`config.mk`:
```
export PLATFORM = sky130hd
export DESIGN_NAME = heading_pi_rate_pd_loop
export DESIGN_NICKNAME = d
export VERILOG_FILES = /design/src/sv/hprl_pkg.sv /design/src/sv/heading_pi_rate_pd_loop.sv /design/src/sv/hprl_seq.sv
export SDC_FILE = /design/constraint.sdc
export NUM_CORES = 2
export LEC_CHECK = 0
export BUFFER_PORTS_ARGS = -buffer_cell sky130_fd_sc_hd__buf_2
export CORE_MARGIN = 4
export CORE_UTILIZATION = 50
export DETAILED_ROUTE_END_ITERATION = 10
export PLACE_DENSITY = 0.76
export SLEW_MARGIN = 0
export SYNTH_ARGS = -nofsm -noshare
export SYNTH_HDL_FRONTEND = slang
export SYNTH_SLANG_ARGS = --single-unit
```
`constraint.sdc`:
```
create_clock -name clk -period 25.9 [get_ports clk]
set_input_delay 7.77 -clock clk [delete_from_list [all_inputs] [get_ports clk]]
set_output_delay 7.77 -clock clk [all_outputs]
set_load 0.05 [all_outputs]
```
`src/sv/hprl_pkg.sv`:
```
package hprl_pkg;

	// parameter defaults
	localparam int INTEG_W_DEF = 32;
	localparam int FRAC_DEF    = 8;

	// integrator is sign-extended to this width and fed to the multiplier in two halves
	localparam int ILO_W       = 24;
	localparam int INTEG_MAX_W = 2 * ILO_W;

	// shared multiplier: signed A by signed B
	localparam int MA_W  = 17;
	localparam int MB_W  = ILO_W + 1;
	localparam int MP_W  = MA_W + MB_W;
	localparam int ACC_W = MP_W + ILO_W;

	localparam int STEP_W = 4;

	// fixed-point constants
	localparam int STICK_SHIFT = 10;
	localparam int HALF_TURN   = 1800;
	localparam int TURN        = 3600;
	localparam int DRIVE_MAX   = 32767;

	// configuration port
	localparam int CFG_IDX_W = 3;
	localparam int CFG_W     = 16;

	typedef enum logic [CFG_IDX_W-1:0] {
		REG_DEADBAND   = 3'd0,
		REG_DBAND_GAIN = 3'd1,
		REG_RATE_LIMIT = 3'd2,
		REG_KP_ANGLE   = 3'd3,
		REG_KI_ANGLE   = 3'd4,
		REG_KP_RATE    = 3'd5,
		REG_KD_RATE    = 3'd6,
		REG_STICK_SPAN = 3'd7
	} cfg_reg_t;

	localparam logic [10:0] DEADBAND_RST   = 11'd0;
	localparam logic [15:0] DBAND_GAIN_RST = 16'd256;
	localparam logic [15:0] RATE_LIMIT_RST = 16'd3000;
	localparam logic [10:0] STICK_SPAN_RST = 11'd300;

	// field widths
	localparam int HEAD_W = 12;
	localparam int STICK_W = 12;
	localparam int RATE_W = 17;
	localparam int DRIVE_W = 16;
	localparam int RT_W = 17;
	localparam int TGT_W = 14;
	localparam int ERR_W = 12;

	// input item layout
	localparam int I_NOW_LSB   = 0;
	localparam int I_CMD_LSB   = I_NOW_LSB + HEAD_W;
	localparam int I_STICK_LSB = I_CMD_LSB + HEAD_W;
	localparam int I_EN_BIT    = I_STICK_LSB + STICK_W;
	localparam int I_RATE_LSB  = I_EN_BIT + 1;
	localparam int I_CLR_BIT   = I_RATE_LSB + RATE_W;
	localparam int IN_BITS     = I_CLR_BIT + 1;
	localparam int IN_W        = ((IN_BITS + 7) / 8) * 8;

	// result item layout
	localparam int O_DRIVE_LSB = 0;
	localparam int O_RT_LSB    = O_DRIVE_LSB + DRIVE_W;
	localparam int O_TGT_LSB   = O_RT_LSB + RT_W;
	localparam int O_ERR_LSB   = O_TGT_LSB + TGT_W;
	localparam int OUT_BITS    = O_ERR_LSB + ERR_W;
	localparam int OUT_W       = ((OUT_BITS + 7) / 8) * 8;

	// microcode word
	typedef enum logic [2:0] {
		MA_STICK, MA_GAIN, MA_KPA, MA_KIA, MA_KPR, MA_KDR
	} ma_sel_t;

	typedef enum logic [2:0] {
		MB_SPAN, MB_ERR, MB_ILO, MB_IHI, MB_RERR, MB_DERR
	} mb_sel_t;

	typedef enum logic [2:0] {
		ACC_HOLD, ACC_LOAD, ACC_ADD, ACC_ADD_HI, ACC_SUB
	} acc_op_t;

	typedef enum logic [2:0] {
		WB_NONE, WB_TARGET, WB_WRAP, WB_SCALE, WB_INTEG, WB_RT, WB_RERR, WB_DRIVE
	} wb_op_t;

	typedef enum logic {
		JC_NONE, JC_OUT_DB
	} jcond_t;

	typedef struct packed {
		ma_sel_t           ma;
		mb_sel_t           mb;
		acc_op_t           acc;
		wb_op_t            wb;
		jcond_t            jc;
		logic [STEP_W-1:0] jto;
	} ctrl_t;

	typedef struct packed {
		logic out_db;
		logic stall;
	} seq_stat_t;

	localparam ctrl_t CW_IDLE = '{
		ma: MA_STICK, mb: MB_SPAN, acc: ACC_HOLD, wb: WB_NONE, jc: JC_NONE, jto: '0
	};

endpackage

```
`src/sv/heading_pi_rate_pd_loop.sv`:
```
// Heading hold controller: a PI stage on the wrapped heading error (with deadband scaling and a
// conditional anti-windup integrator) produces a clamped yaw rate target, and a PD stage on the
// rate error produces a saturated Q15 tail drive. Items are processed one at a time by a
// twelve-step microcode program driving a single shared 17x25 signed multiplier, one product per
// step; the scaling step is skipped when the error lies outside the deadband, and a new item is
// taken only once the program for the previous one has finished. The result register lets the
// next item be accepted while the previous result still waits; the final step waits only if that
// register is still occupied. Configuration writes are taken at any edge with cfg_we high and
// must arrive while idle.
module heading_pi_rate_pd_loop #(
	parameter int INTEGRATOR_WIDTH = hprl_pkg::INTEG_W_DEF,
	parameter int GAIN_FRAC_BITS   = hprl_pkg::FRAC_DEF
) (
	input  logic                            clk,
	input  logic                            arst_n,
	input  logic                            s_tvalid,
	output logic                            s_tready,
	// heading_now, heading_cmd, stick_yaw, stick_enable, rate_now, clear_integrator
	input  logic [hprl_pkg::IN_W-1:0]       s_tdata,
	output logic                            m_tvalid,
	input  logic                            m_tready,
	// drive, rate_target, heading_target, heading_error
	output logic [hprl_pkg::OUT_W-1:0]      m_tdata,
	input  logic                            cfg_we,
	input  logic [hprl_pkg::CFG_IDX_W-1:0]  cfg_idx,
	input  logic [hprl_pkg::CFG_W-1:0]      cfg_data
);
	import hprl_pkg::*;

	localparam int IW = INTEGRATOR_WIDTH;

	// configuration
	logic        [10:0] deadband_q;
	logic        [15:0] dgain_q;
	logic        [15:0] rlim_q;
	logic signed [15:0] kpa_q;
	logic signed [15:0] kia_q;
	logic signed [15:0] kpr_q;
	logic signed [15:0] kdr_q;
	logic        [10:0] span_q;

	always_ff @(posedge clk or negedge arst_n) begin
		if (!arst_n) begin
			deadband_q <= DEADBAND_RST;
			dgain_q    <= DBAND_GAIN_RST;
			rlim_q     <= RATE_LIMIT_RST;
			kpa_q      <= '0;
			kia_q      <= '0;
			kpr_q      <= '0;
			kdr_q      <= '0;
			span_q     <= STICK_SPAN_RST;
		end else if (cfg_we) begin
			case (cfg_reg_t'(cfg_idx))
				REG_DEADBAND:   deadband_q <= cfg_data[10:0];
				REG_DBAND_GAIN: dgain_q    <= cfg_data;
				REG_RATE_LIMIT: rlim_q     <= cfg_data;
				REG_KP_ANGLE:   kpa_q      <= $signed(cfg_data);
				REG_KI_ANGLE:   kia_q      <= $signed(cfg_data);
				REG_KP_RATE:    kpr_q      <= $signed(cfg_data);
				REG_KD_RATE:    kdr_q      <= $signed(cfg_data);
				REG_STICK_SPAN: span_q     <= cfg_data[10:0];
				default: ;
			endcase
		end
	end

	// input capture
	logic                accept;
	logic                busy;
	logic [HEAD_W-1:0]   now_q;
	logic [HEAD_W-1:0]   cmd_q;
	logic signed [STICK_W-1:0] stick_q;
	logic                en_q;
	logic signed [RATE_W-1:0]  rate_q;
	logic                clr_q;

	assign s_tready = !busy;
	assign accept   = s_tvalid && s_tready;

	always_ff @(posedge clk) begin
		if (accept) begin
			now_q   <= s_tdata[I_NOW_LSB +: HEAD_W];
			cmd_q   <= s_tdata[I_CMD_LSB +: HEAD_W];
			stick_q <= $signed(s_tdata[I_STICK_LSB +: STICK_W]);
			en_q    <= s_tdata[I_EN_BIT];
			rate_q  <= $signed(s_tdata[I_RATE_LSB +: RATE_W]);
			clr_q   <= s_tdata[I_CLR_BIT];
		end
	end

	// sequencer
	ctrl_t     ctrl;
	seq_stat_t stat;
	logic      m_tvalid_q;

	hprl_seq u_seq (
		.clk    (clk),
		.arst_n (arst_n),
		.start  (accept),
		.stat   (stat),
		.ctrl   (ctrl),
		.busy   (busy)
	);

	// datapath registers
	logic signed [TGT_W-1:0]       target_q;
	logic signed [ERR_W-1:0]       err_q;
	logic signed [IW-1:0]          integ_q;
	logic signed [ACC_W-1:0]       acc_q;
	logic signed [RT_W-1:0]        rt_q;
	logic signed [RT_W:0]          rerr_q;
	logic signed [RT_W+1:0]        derr_q;
	logic signed [RT_W-1:0]        last_rt_q;
	logic signed [RT_W:0]          last_rerr_q;

	// shared multiplier
	logic signed [INTEG_MAX_W-1:0] integ_x;
	logic signed [MA_W-1:0]        ma;
	logic signed [MB_W-1:0]        mb;
	logic signed [MP_W-1:0]        prod;
	logic signed [ACC_W-1:0]       pext;

	assign integ_x = INTEG_MAX_W'(integ_q);

	always_comb begin
		case (ctrl.ma)
			MA_STICK: ma = MA_W'(stick_q);
			MA_GAIN:  ma = $signed({1'b0, dgain_q});
			MA_KPA:   ma = MA_W'(kpa_q);
			MA_KIA:   ma = MA_W'(kia_q);
			MA_KPR:   ma = MA_W'(kpr_q);
			MA_KDR:   ma = MA_W'(kdr_q);
			default:  ma = '0;
		endcase
		case (ctrl.mb)
			MB_SPAN: mb = $signed(MB_W'(span_q));
			MB_ERR:  mb = MB_W'(err_q);
			MB_ILO:  mb = $signed({1'b0, integ_x[ILO_W-1:0]});
			MB_IHI:  mb = MB_W'($signed(integ_x[INTEG_MAX_W-1:ILO_W]));
			MB_RERR: mb = MB_W'(rerr_q);
			MB_DERR: mb = MB_W'(derr_q);
			default: mb = '0;
		endcase
	end

	assign prod = ma * mb;
	assign pext = ACC_W'(prod);

	always_ff @(posedge clk) begin
		case (ctrl.acc)
			ACC_LOAD:   acc_q <= pext;
			ACC_ADD:    acc_q <= acc_q + pext;
			ACC_ADD_HI: acc_q <= acc_q + (pext <<< ILO_W);
			ACC_SUB:    acc_q <= acc_q - pext;
			default: ;
		endcase
	end

	// heading target and wrapped error
	logic signed [TGT_W-1:0] tgt_next;
	logic signed [TGT_W:0]   diff;
	logic signed [TGT_W:0]   wrapped;

	assign tgt_next = TGT_W'($signed({2'b00, cmd_q}))
		+ (en_q ? TGT_W'(prod >>> STICK_SHIFT) : TGT_W'(0));
	assign diff = (TGT_W+1)'(target_q) - (TGT_W+1)'($signed({1'b0, now_q}));

	always_comb begin
		if (diff > (TGT_W+1)'(HALF_TURN + TURN)) begin
			wrapped = diff - (TGT_W+1)'(2 * TURN);
		end else if (diff > (TGT_W+1)'(HALF_TURN)) begin
			wrapped = diff - (TGT_W+1)'(TURN);
		end else if (diff < -(TGT_W+1)'(HALF_TURN + TURN)) begin
			wrapped = diff + (TGT_W+1)'(2 * TURN);
		end else if (diff < -(TGT_W+1)'(HALF_TURN)) begin
			wrapped = diff + (TGT_W+1)'(TURN);
		end else begin
			wrapped = diff;
		end
	end

	// deadband test and scaling
	logic        [ERR_W-1:0] err_mag;
	logic signed [MP_W-1:0]  scaled;
	logic signed [ERR_W-1:0] scaled_sat;

	assign err_mag     = err_q[ERR_W-1] ? ERR_W'(-err_q) : ERR_W'(err_q);
	assign stat.out_db = (err_mag >= {1'b0, deadband_q});
	assign stat.stall  = m_tvalid_q && !m_tready;
	assign scaled      = prod >>> GAIN_FRAC_BITS;

	always_comb begin
		if (scaled > MP_W'(HALF_TURN)) begin
			scaled_sat = ERR_W'(HALF_TURN);
		end else if (scaled < -MP_W'(HALF_TURN)) begin
			scaled_sat = -ERR_W'(HALF_TURN);
		end else begin
			scaled_sat = ERR_W'(scaled);
		end
	end

	// integrator with windup guard on the previous rate target
	logic signed [RT_W:0]  lim;
	logic signed [RT_W:0]  last_rt_x;
	logic                  do_acc;
	logic signed [IW-1:0]  ibase;
	logic signed [IW:0]    isum;
	logic signed [IW-1:0]  isat;

	assign lim       = $signed({2'b00, rlim_q});
	assign last_rt_x = (RT_W+1)'(last_rt_q);
	assign ibase     = clr_q ? IW'(0) : integ_q;
	assign isum      = (IW+1)'(ibase) + (IW+1)'(err_q);

	always_comb begin
		if (last_rt_x >= lim) begin
			do_acc = err_q < 0;
		end else if (last_rt_x <= -lim) begin
			do_acc = err_q > 0;
		end else begin
			do_acc = 1'b1;
		end
		if (isum[IW] != isum[IW-1]) begin
			isat = isum[IW] ? $signed({1'b1, {(IW-1){1'b0}}}) : $signed({1'b0, {(IW-1){1'b1}}});
		end else begin
			isat = isum[IW-1:0];
		end
	end

	// rate target clamp and drive saturation
	logic signed [ACC_W-1:0] acc_sh;
	logic signed [ACC_W-1:0] lim_x;
	logic signed [RT_W-1:0]  rt_next;
	logic signed [DRIVE_W-1:0] drive_next;

	assign acc_sh = acc_q >>> GAIN_FRAC_BITS;
	assign lim_x  = ACC_W'(lim);

	always_comb begin
		if (acc_sh > lim_x) begin
			rt_next = RT_W'(lim);
		end else if (acc_sh < -lim_x) begin
			rt_next = RT_W'(-lim);
		end else begin
			rt_next = RT_W'(acc_sh);
		end
		if (acc_sh > ACC_W'(DRIVE_MAX)) begin
			drive_next = DRIVE_W'(DRIVE_MAX);
		end else if (acc_sh < -ACC_W'(DRIVE_MAX)) begin
			drive_next = -DRIVE_W'(DRIVE_MAX);
		end else begin
			drive_next = DRIVE_W'(acc_sh);
		end
	end

	// working registers
	always_ff @(posedge clk) begin
		case (ctrl.wb)
			WB_TARGET: target_q <= tgt_next;
			WB_WRAP:   err_q    <= ERR_W'(wrapped);
			WB_SCALE:  err_q    <= scaled_sat;
			WB_RT:     rt_q     <= rt_next;
			WB_RERR: begin
				rerr_q <= (RT_W+1)'(rt_q) - (RT_W+1)'(rate_q);
				derr_q <= (RT_W+2)'(rt_q) - (RT_W+2)'(rate_q) - (RT_W+2)'(last_rerr_q);
			end
			default: ;
		endcase
	end

	// loop state
	always_ff @(posedge clk or negedge arst_n) begin
		if (!arst_n) begin
			integ_q     <= '0;
			last_rt_q   <= '0;
			last_rerr_q <= '0;
		end else begin
			case (ctrl.wb)
				WB_INTEG: integ_q <= do_acc ? isat : ibase;
				WB_DRIVE: begin
					last_rt_q   <= rt_q;
					last_rerr_q <= rerr_q;
				end
				default: ;
			endcase
		end
	end

	// result register
	logic signed [DRIVE_W-1:0] out_drive_q;
	logic signed [RT_W-1:0]    out_rt_q;
	logic signed [TGT_W-1:0]   out_tgt_q;
	logic signed [ERR_W-1:0]   out_err_q;

	always_ff @(posedge clk or negedge arst_n) begin
		if (!arst_n) begin
			m_tvalid_q <= 1'b0;
		end else if (ctrl.wb == WB_DRIVE) begin
			m_tvalid_q <= 1'b1;
		end else if (m_tready) begin
			m_tvalid_q <= 1'b0;
		end
	end

	always_ff @(posedge clk) begin
		if (ctrl.wb == WB_DRIVE) begin
			out_drive_q <= drive_next;
			out_rt_q    <= rt_q;
			out_tgt_q   <= target_q;
			out_err_q   <= err_q;
		end
	end

	assign m_tvalid = m_tvalid_q;
	assign m_tdata  = {{(OUT_W-OUT_BITS){1'b0}}, out_err_q, out_tgt_q, out_rt_q, out_drive_q};

endmodule

```
`src/sv/hprl_seq.sv`:
```
module hprl_seq (
	input  logic                clk,
	input  logic                arst_n,
	input  logic                start,
	input  hprl_pkg::seq_stat_t stat,
	output hprl_pkg::ctrl_t     ctrl,
	output logic                busy
);
	import hprl_pkg::*;

	localparam logic [STEP_W-1:0] ST_TARGET = STEP_W'(0);
	localparam logic [STEP_W-1:0] ST_WRAP   = STEP_W'(1);
	localparam logic [STEP_W-1:0] ST_DBTEST = STEP_W'(2);
	localparam logic [STEP_W-1:0] ST_SCALE  = STEP_W'(3);
	localparam logic [STEP_W-1:0] ST_INTEG  = STEP_W'(4);
	localparam logic [STEP_W-1:0] ST_ILO    = STEP_W'(5);
	localparam logic [STEP_W-1:0] ST_IHI    = STEP_W'(6);
	localparam logic [STEP_W-1:0] ST_RT     = STEP_W'(7);
	localparam logic [STEP_W-1:0] ST_RERR   = STEP_W'(8);
	localparam logic [STEP_W-1:0] ST_PR     = STEP_W'(9);
	localparam logic [STEP_W-1:0] ST_DR     = STEP_W'(10);
	localparam logic [STEP_W-1:0] ST_DRIVE  = STEP_W'(11);

	function automatic ctrl_t ucode(input logic [STEP_W-1:0] step);
		ctrl_t w;
		w = CW_IDLE;
		case (step)
			ST_TARGET: begin
				w.ma = MA_STICK;
				w.mb = MB_SPAN;
				w.wb = WB_TARGET;
			end
			ST_WRAP: begin
				w.wb = WB_WRAP;
			end
			ST_DBTEST: begin
				w.jc  = JC_OUT_DB;
				w.jto = ST_INTEG;
			end
			ST_SCALE: begin
				w.ma = MA_GAIN;
				w.mb = MB_ERR;
				w.wb = WB_SCALE;
			end
			ST_INTEG: begin
				// proportional product runs beside the integrator update
				w.ma  = MA_KPA;
				w.mb  = MB_ERR;
				w.acc = ACC_LOAD;
				w.wb  = WB_INTEG;
			end
			ST_ILO: begin
				w.ma  = MA_KIA;
				w.mb  = MB_ILO;
				w.acc = ACC_ADD;
			end
			ST_IHI: begin
				w.ma  = MA_KIA;
				w.mb  = MB_IHI;
				w.acc = ACC_ADD_HI;
			end
			ST_RT: begin
				w.wb = WB_RT;
			end
			ST_RERR: begin
				w.wb = WB_RERR;
			end
			ST_PR: begin
				w.ma  = MA_KPR;
				w.mb  = MB_RERR;
				w.acc = ACC_LOAD;
			end
			ST_DR: begin
				w.ma  = MA_KDR;
				w.mb  = MB_DERR;
				w.acc = ACC_SUB;
			end
			ST_DRIVE: begin
				w.wb = WB_DRIVE;
			end
			default: begin
				w = CW_IDLE;
			end
		endcase
		return w;
	endfunction

	logic              run_q;
	logic [STEP_W-1:0] step_q;
	ctrl_t             word;
	logic              last;
	logic              hold;

	assign word = ucode(step_q);
	assign last = (word.wb == WB_DRIVE);
	// last step waits while the result register is still full and not being taken
	assign hold = last && stat.stall;
	assign ctrl = (run_q && !hold) ? word : CW_IDLE;
	assign busy = run_q;

	always_ff @(posedge clk or negedge arst_n) begin
		if (!arst_n) begin
			run_q  <= 1'b0;
			step_q <= ST_TARGET;
		end else if (start) begin
			run_q  <= 1'b1;
			step_q <= ST_TARGET;
		end else if (run_q && !hold) begin
			if (last) begin
				run_q <= 1'b0;
			end else if (word.jc == JC_OUT_DB && stat.out_db) begin
				step_q <= word.jto;
			end else begin
				step_q <= step_q + 1'b1;
			end
		end
	end

endmodule

```
======== After elaboration in Yosys (flattened, before gate mapping) ========
Index checks and enable logic that the tools add are counted.
storage, ports and cells
  flip-flop bits (word level) ............. 451
  input port bits ......................... 80
operators by class
  add/sub/neg operators ................... 17
  $mul .................................... 1
  order comparisons ....................... 15
  equality and inequality tests ........... 42
  multiplexer cells ....................... 35
  reductions and logical operators ........ 29
operator list
  operator              count
  $pmux 66 s4           1
  $pmux 25 s6           1
  $mux 32               4
  $pmux 17 s6           1
  $mux 12               7
  $add 66x42->66        1
  $add 66x66->66        1
  $lt 58x66->1          1
  $neg 16->66           1
  $sub 66x42->66        1
  $gt 58x16->1 const B  1
  $gt 58x17->1          1
  $lt 58x16->1 const B  1
  $eq 3x3->1 const B    14
  $mul 17x25->42        1
  $pmux 6 s6            1
  $sub 17x17->18        2
  $gt 34x12->1 const B  1
  $lt 34x12->1 const B  1
  $mux 17               2
  $add 32x12->33        1
  $mux 16               2
  $eq 3x2->1 const B    10
  $pmux 12 s2           1
  other kinds (40)      81

======== Longest topological paths before layout ========
  word-level depth ........................ 14
  gate-level depth with buffers ........... 53
  depth with buffers taken out ............ 49

======== By module ========
Synthesis repeated with hierarchy kept, for this count alone.
second synthesis, totals
  cell total of the unflattened synthesis .. 5497
  area total of the unflattened synthesis .. 50512.2 um^2
by module, submodules not included
  module                   instances  cells each  area each (um^2)  sequential area each (um^2)
  heading_pi_rate_pd_loop  1          5421        49925.4           12477.0
  hprl_seq                 1          76          586.8             125.1

======== Worst setup path after synthesis ========
No wires, ideal clock.
  kind .................................... input-to-reg
  start point ............................. input port m_tready
  end point ............................... register acc_q[65] (data pin)
  library setup time ...................... 0.275 ns
  data arrival time ....................... 18.932 ns
  slack ................................... 6.693 ns
  stages on the path ...................... 44
  path buffers ............................ 2
  cells stage by stage .................... nand2b_1 -> o211a_1 -> o21ai_1 -> clkbuf_1 -> a21oi_1 -> a221o_1 -> a221oi_1 -> nor2_1 -> fa_1 -> inv_1 -> fa_1 -> fa_1 -> fa_1 -> inv_1 -> fa_1 -> inv_1 -> fa_1 -> inv_1 -> [... 8 more ...] -> nor4_4 -> nand3_1 -> or3_1 -> o31ai_1 -> xor2_1 -> ha_1 -> clkbuf_1 -> nand3_1 -> nor4_1 -> nand4_1 -> o32a_1 -> o211ai_1 -> o31ai_1 -> o2111ai_1 -> o211ai_1 -> xnor2_1 -> mux2i_1 -> o2111ai_1
between the ends
  cells in the longest elaborated chain, start to end .. 11
  elaborated cells between the ends (all ways) .. 29
ends and longest elaborated chain
  what                                               RTL line                                                        source
  start, declared                                    heading_pi_rate_pd_loop.sv:21                                   input logic m_tready,
  $logic_not 1->1 (*)                                heading_pi_rate_pd_loop.sv:189                                  assign stat.stall = m_tvalid_q && !m_tready;
  $logic_and 1x1->1 (*)                              heading_pi_rate_pd_loop.sv:189
  $logic_and 1x1->1 (*)                              hprl_seq.sv:97                                                  assign hold = last && stat.stall;
  $logic_not 1->1 (*)                                hprl_seq.sv:98                                                  assign ctrl = (run_q && !hold) ? word : CW_IDLE;
  $logic_and 1x1->1 (*)                              hprl_seq.sv:98
  $mux 17 (*)                                        hprl_seq.sv:98
  $eq 3x3->1 (tied with other cells)                 heading_pi_rate_pd_loop.sv:126                                  case (ctrl.ma)
  $pmux 17 s6 / $pmux 25 s6 (equally long branches)  heading_pi_rate_pd_loop.sv:126, heading_pi_rate_pd_loop.sv:135
  $mul 17x25->42                                     heading_pi_rate_pd_loop.sv:146                                  assign prod = ma * mb;
  $sub 66x42->66 (tied with other cells)             heading_pi_rate_pd_loop.sv:154                                  ACC_SUB: acc_q <= acc_q - pext;
  $pmux 66 s4 (*)                                    heading_pi_rate_pd_loop.sv:150                                  case (ctrl.acc)
  end signal, assigned                               heading_pi_rate_pd_loop.sv:151                                  ACC_LOAD: acc_q <= pext;
  end signal, assigned                               heading_pi_rate_pd_loop.sv:152                                  ACC_ADD: acc_q <= acc_q + pext;
  end signal, assigned                               heading_pi_rate_pd_loop.sv:154
  end, declared                                      heading_pi_rate_pd_loop.sv:109                                  logic signed [ACC_W-1:0] acc_q;
Every way passes the cells marked *; elsewhere a longest branch is shown, timed or not.
A chain may end at the register's enable or synchronous reset.

======== Final worst setup path ========
Same ends and word-level chain as after synthesis.

==> results.py <==
metrics = {
    "run_status": {
        "status": "finished, final reports clean",
    },
    "synthesis": {
        "yosysTopAreaCell": "fa_1",
        "synth-compound-area-share_pct": 16.6,
        "async_flop_share_pct": 42.4,
        "synth-seq-cells": 451,
        "synth_seq_area_share_pct": 25.5,
        "synth_edf_count": 260,
        "synth_mux_area_share_pct": 3.18,
        "synthSimpleGateAreaFrac_pct": 14.5,
        "synthTopCellsByCount": "inv_1, nand2_1, nor2_1",
        "yosysWarnings": 0,
        "mappedNetlistArea_sq_mm": 0.0495,
        "ys.flop_type": "edfxtp_1",
        "synth_cell_types": 89,
        "synth_top_area_share_pct": 17.8,
        "synth_top_family_by_area": "adder cells",
        "yosys.cell_count.top_type": "inv_1",
        "ys_top_cells_by_area": "fa_1, edfxtp_1, ha_1",
        "syn_inst": 5432,
        "syn_avg_cell_area_sq_um": 9.11,
        "synth-xor-area-share_pct": 4.60,
        "synthAdderAreaFrac_pct": 29.0,
    },
    "clock_tree": {
        "postCtsSetupBuffers": 0,
        "cts_hold_buf": 0,
        "h-tree-depth": 2,
        "path_clk_slew_ns": 0.06,
        "cts_buffers": 48,
        "tritoncts": "done",
        "clk_latency_ns": 0.63,
        "ctsResizeCount": 0,
        "clock-sinks": 451,
        "cts_root_buffer": "clkbuf_16",
        "clockBufferDepth": 3,
    },
    "critical_path": {
        "endpoint_kind": "flop",
        "rrSetupSlack_ns": 10.43,
        "reg2regPathDepth": 45,
        "cp_data_required_time_ns": 26.23,
        "worst-setup-path-type": "primary input to flop",
        "r2r_start": "u_seq.step_q[1]",
        "critPathMaxStageDelay_ns": 0.90,
        "arrival_ns": 22.08,
        "cp_max_fo": 26,
        "cpMaxStageDelayCell": "a211oi_1",
        "critical_path.most_common_cell": "fa_1",
        "cpLargestDelayFamily": "compound AO/OA/AOI/OAI gates",
        "r2r_end": "acc_q[65]",
        "crit_buf_inv": 7,
        "cp-start-kind": "primary input",
    },
    "cells_and_area": {
        "finalNetCount": 6470,
        "register_area_sq_mm": 0.0126,
        "area_growth_pct": 8.11,
        "drive_gt1_share_pct": 8.79,
        "multi_input_area_sq_mm": 0.0338,
        "fillers": 8747,
    },
    "floorplan": {
        "rows": 115,
        "die_area_sq_mm": 0.104,
        "die_height_microns": 323,
        "io_pins": 146,
        "initial_utilization_pct": 50.4,
        "core_sq_mm": 0.0983,
        "fp.dieW_microns": 323,
    },
    "timing": {
        "finalHoldViolCount": 0,
        "fin_hold_ws_ns": 0.459,
        "min_period_ns": 21.75,
        "setup_viol": 0,
        "slew_headroom_pct": 16.2,
        "tightest_slew_ns": 1.24,
        "skew_ns": 0.0362,
        "fmax_ghz": 0.0460,
        "setup_tns_ns": 0,
        "grt_setup_unrepaired": "no",
        "period_share_pct": 84.0,
        "final-max-slew-violation-count": 0,
    },
    "hold_path": {
        "whs_path_depth": 0,
        "min_to": "out_tgt_q[8]",
        "hp-class": "flop to flop",
        "min_from": "target_q[8]",
    },
    "routing": {
        "viasPerCell": 6.15,
        "postRouteAntennaNets": 0,
        "vias": 42000,
        "first_pass_iters": 7,
        "drc": 0,
        "wire_per_inst_microns": 22.2,
        "wl_microns": 152000,
        "dr.first_iter.drc_count": 4394,
    },
    "grt": {
        "antenna_found_initial": 7,
        "grt_overflow_total": 0,
        "grt_pass1_wl_microns": 237000,
        "grt_pass1_vias": 41500,
        "track_usage_pct": 29.1,
        "grt_max_degree": 118,
    },
    "placement": {
        "gp_congestion": 1.01,
        "place_hpwl_microns": 117000,
        "portBuffers": 139,
    },
    "flow_run": {
        "drv_cap": 0,
    },
}
[metrics by stage]
stage	setup WS [ns]	utilization [%]	instance area [sq um]	cells
finish	4.15	54.4	53500	6839
CTS	4.60	54.4	53500	6837
global route	3.52	54.4	53500	6838
floorplan	6.69	-	49500	5436
detailed placement	4.03	52.8	51900	6747
global placement	4.09	52.8	51900	6747
[how the worst max path moves through the flow]
| stage | start | end | slack [ns] | depth (start not counted) |
|---|---|---|---|---|
| global placement | m_tready | acc_q[63] | 4.09 | 44 |
| floorplan | m_tready | acc_q[65] | 6.69 | 44 |
| detailed placement | m_tready | acc_q[65] | 4.03 | 44 |
| global route | m_tready | acc_q[65] | 3.52 | 46 |
| CTS | m_tready | acc_q[65] | 4.60 | 44 |
| finish | m_tready | acc_q[65] | 4.15 | 44 |
[registers in the layout, summed over array words and instances (netlist names), 17 cells and up]
register / count
acc_q: 66
derr_q: 19
integ_q: 32
last_rerr_q: 18
last_rt_q: 17
rt_q: 17
rate_q: 17
out_rt_q: 17
rerr_q: 18
[routing by layer]
metal / share of wire (%) / up-vias / track usage [%]
met5: 0.014 / - / 0
met4: 5.3 / 4 / 13.3
met3: 10 / 444 / 6.14
met2: 44 / 2206 / 45.1
met1: 40 / 20500 / 39.4
li1: - / 18900 / -
[layout make-up]
class,instances,area share [%]
inverters,667,4.68
repair buffers,228,2.57
clock buffers,66,2.50
multi-input cells,4114,63.1
diodes,2,0.00936
clock inverters,24,0.533
well taps,1287,3.01
flip-flops and latches,451,23.6
[layout by cell type (no fill, tap or decap), drive strengths merged, types with 96 or more instances in the layout]
master    n
a21o    149
a21oi   347
buf     227
dfrtp   179
edfxtp  260
fa      440
ha      440
inv     670
mux2     96
nand2   545
nor2    451
o21ai   290
xnor2   175
[cell families after synthesis]
family                     after synthesis
xor gates and xnor gates               259
adders and majority gates              882
muxes                                  145
DFF                                    451
and+or+nand+nor                       1554
buffers and inverters                  871
AOI/OAI and AO/OA                     1269
other                                    1
Power is left out: the tool's default activity adds up to more than one toggle a clock period on the data nets, which glitch-free logic cannot reach.
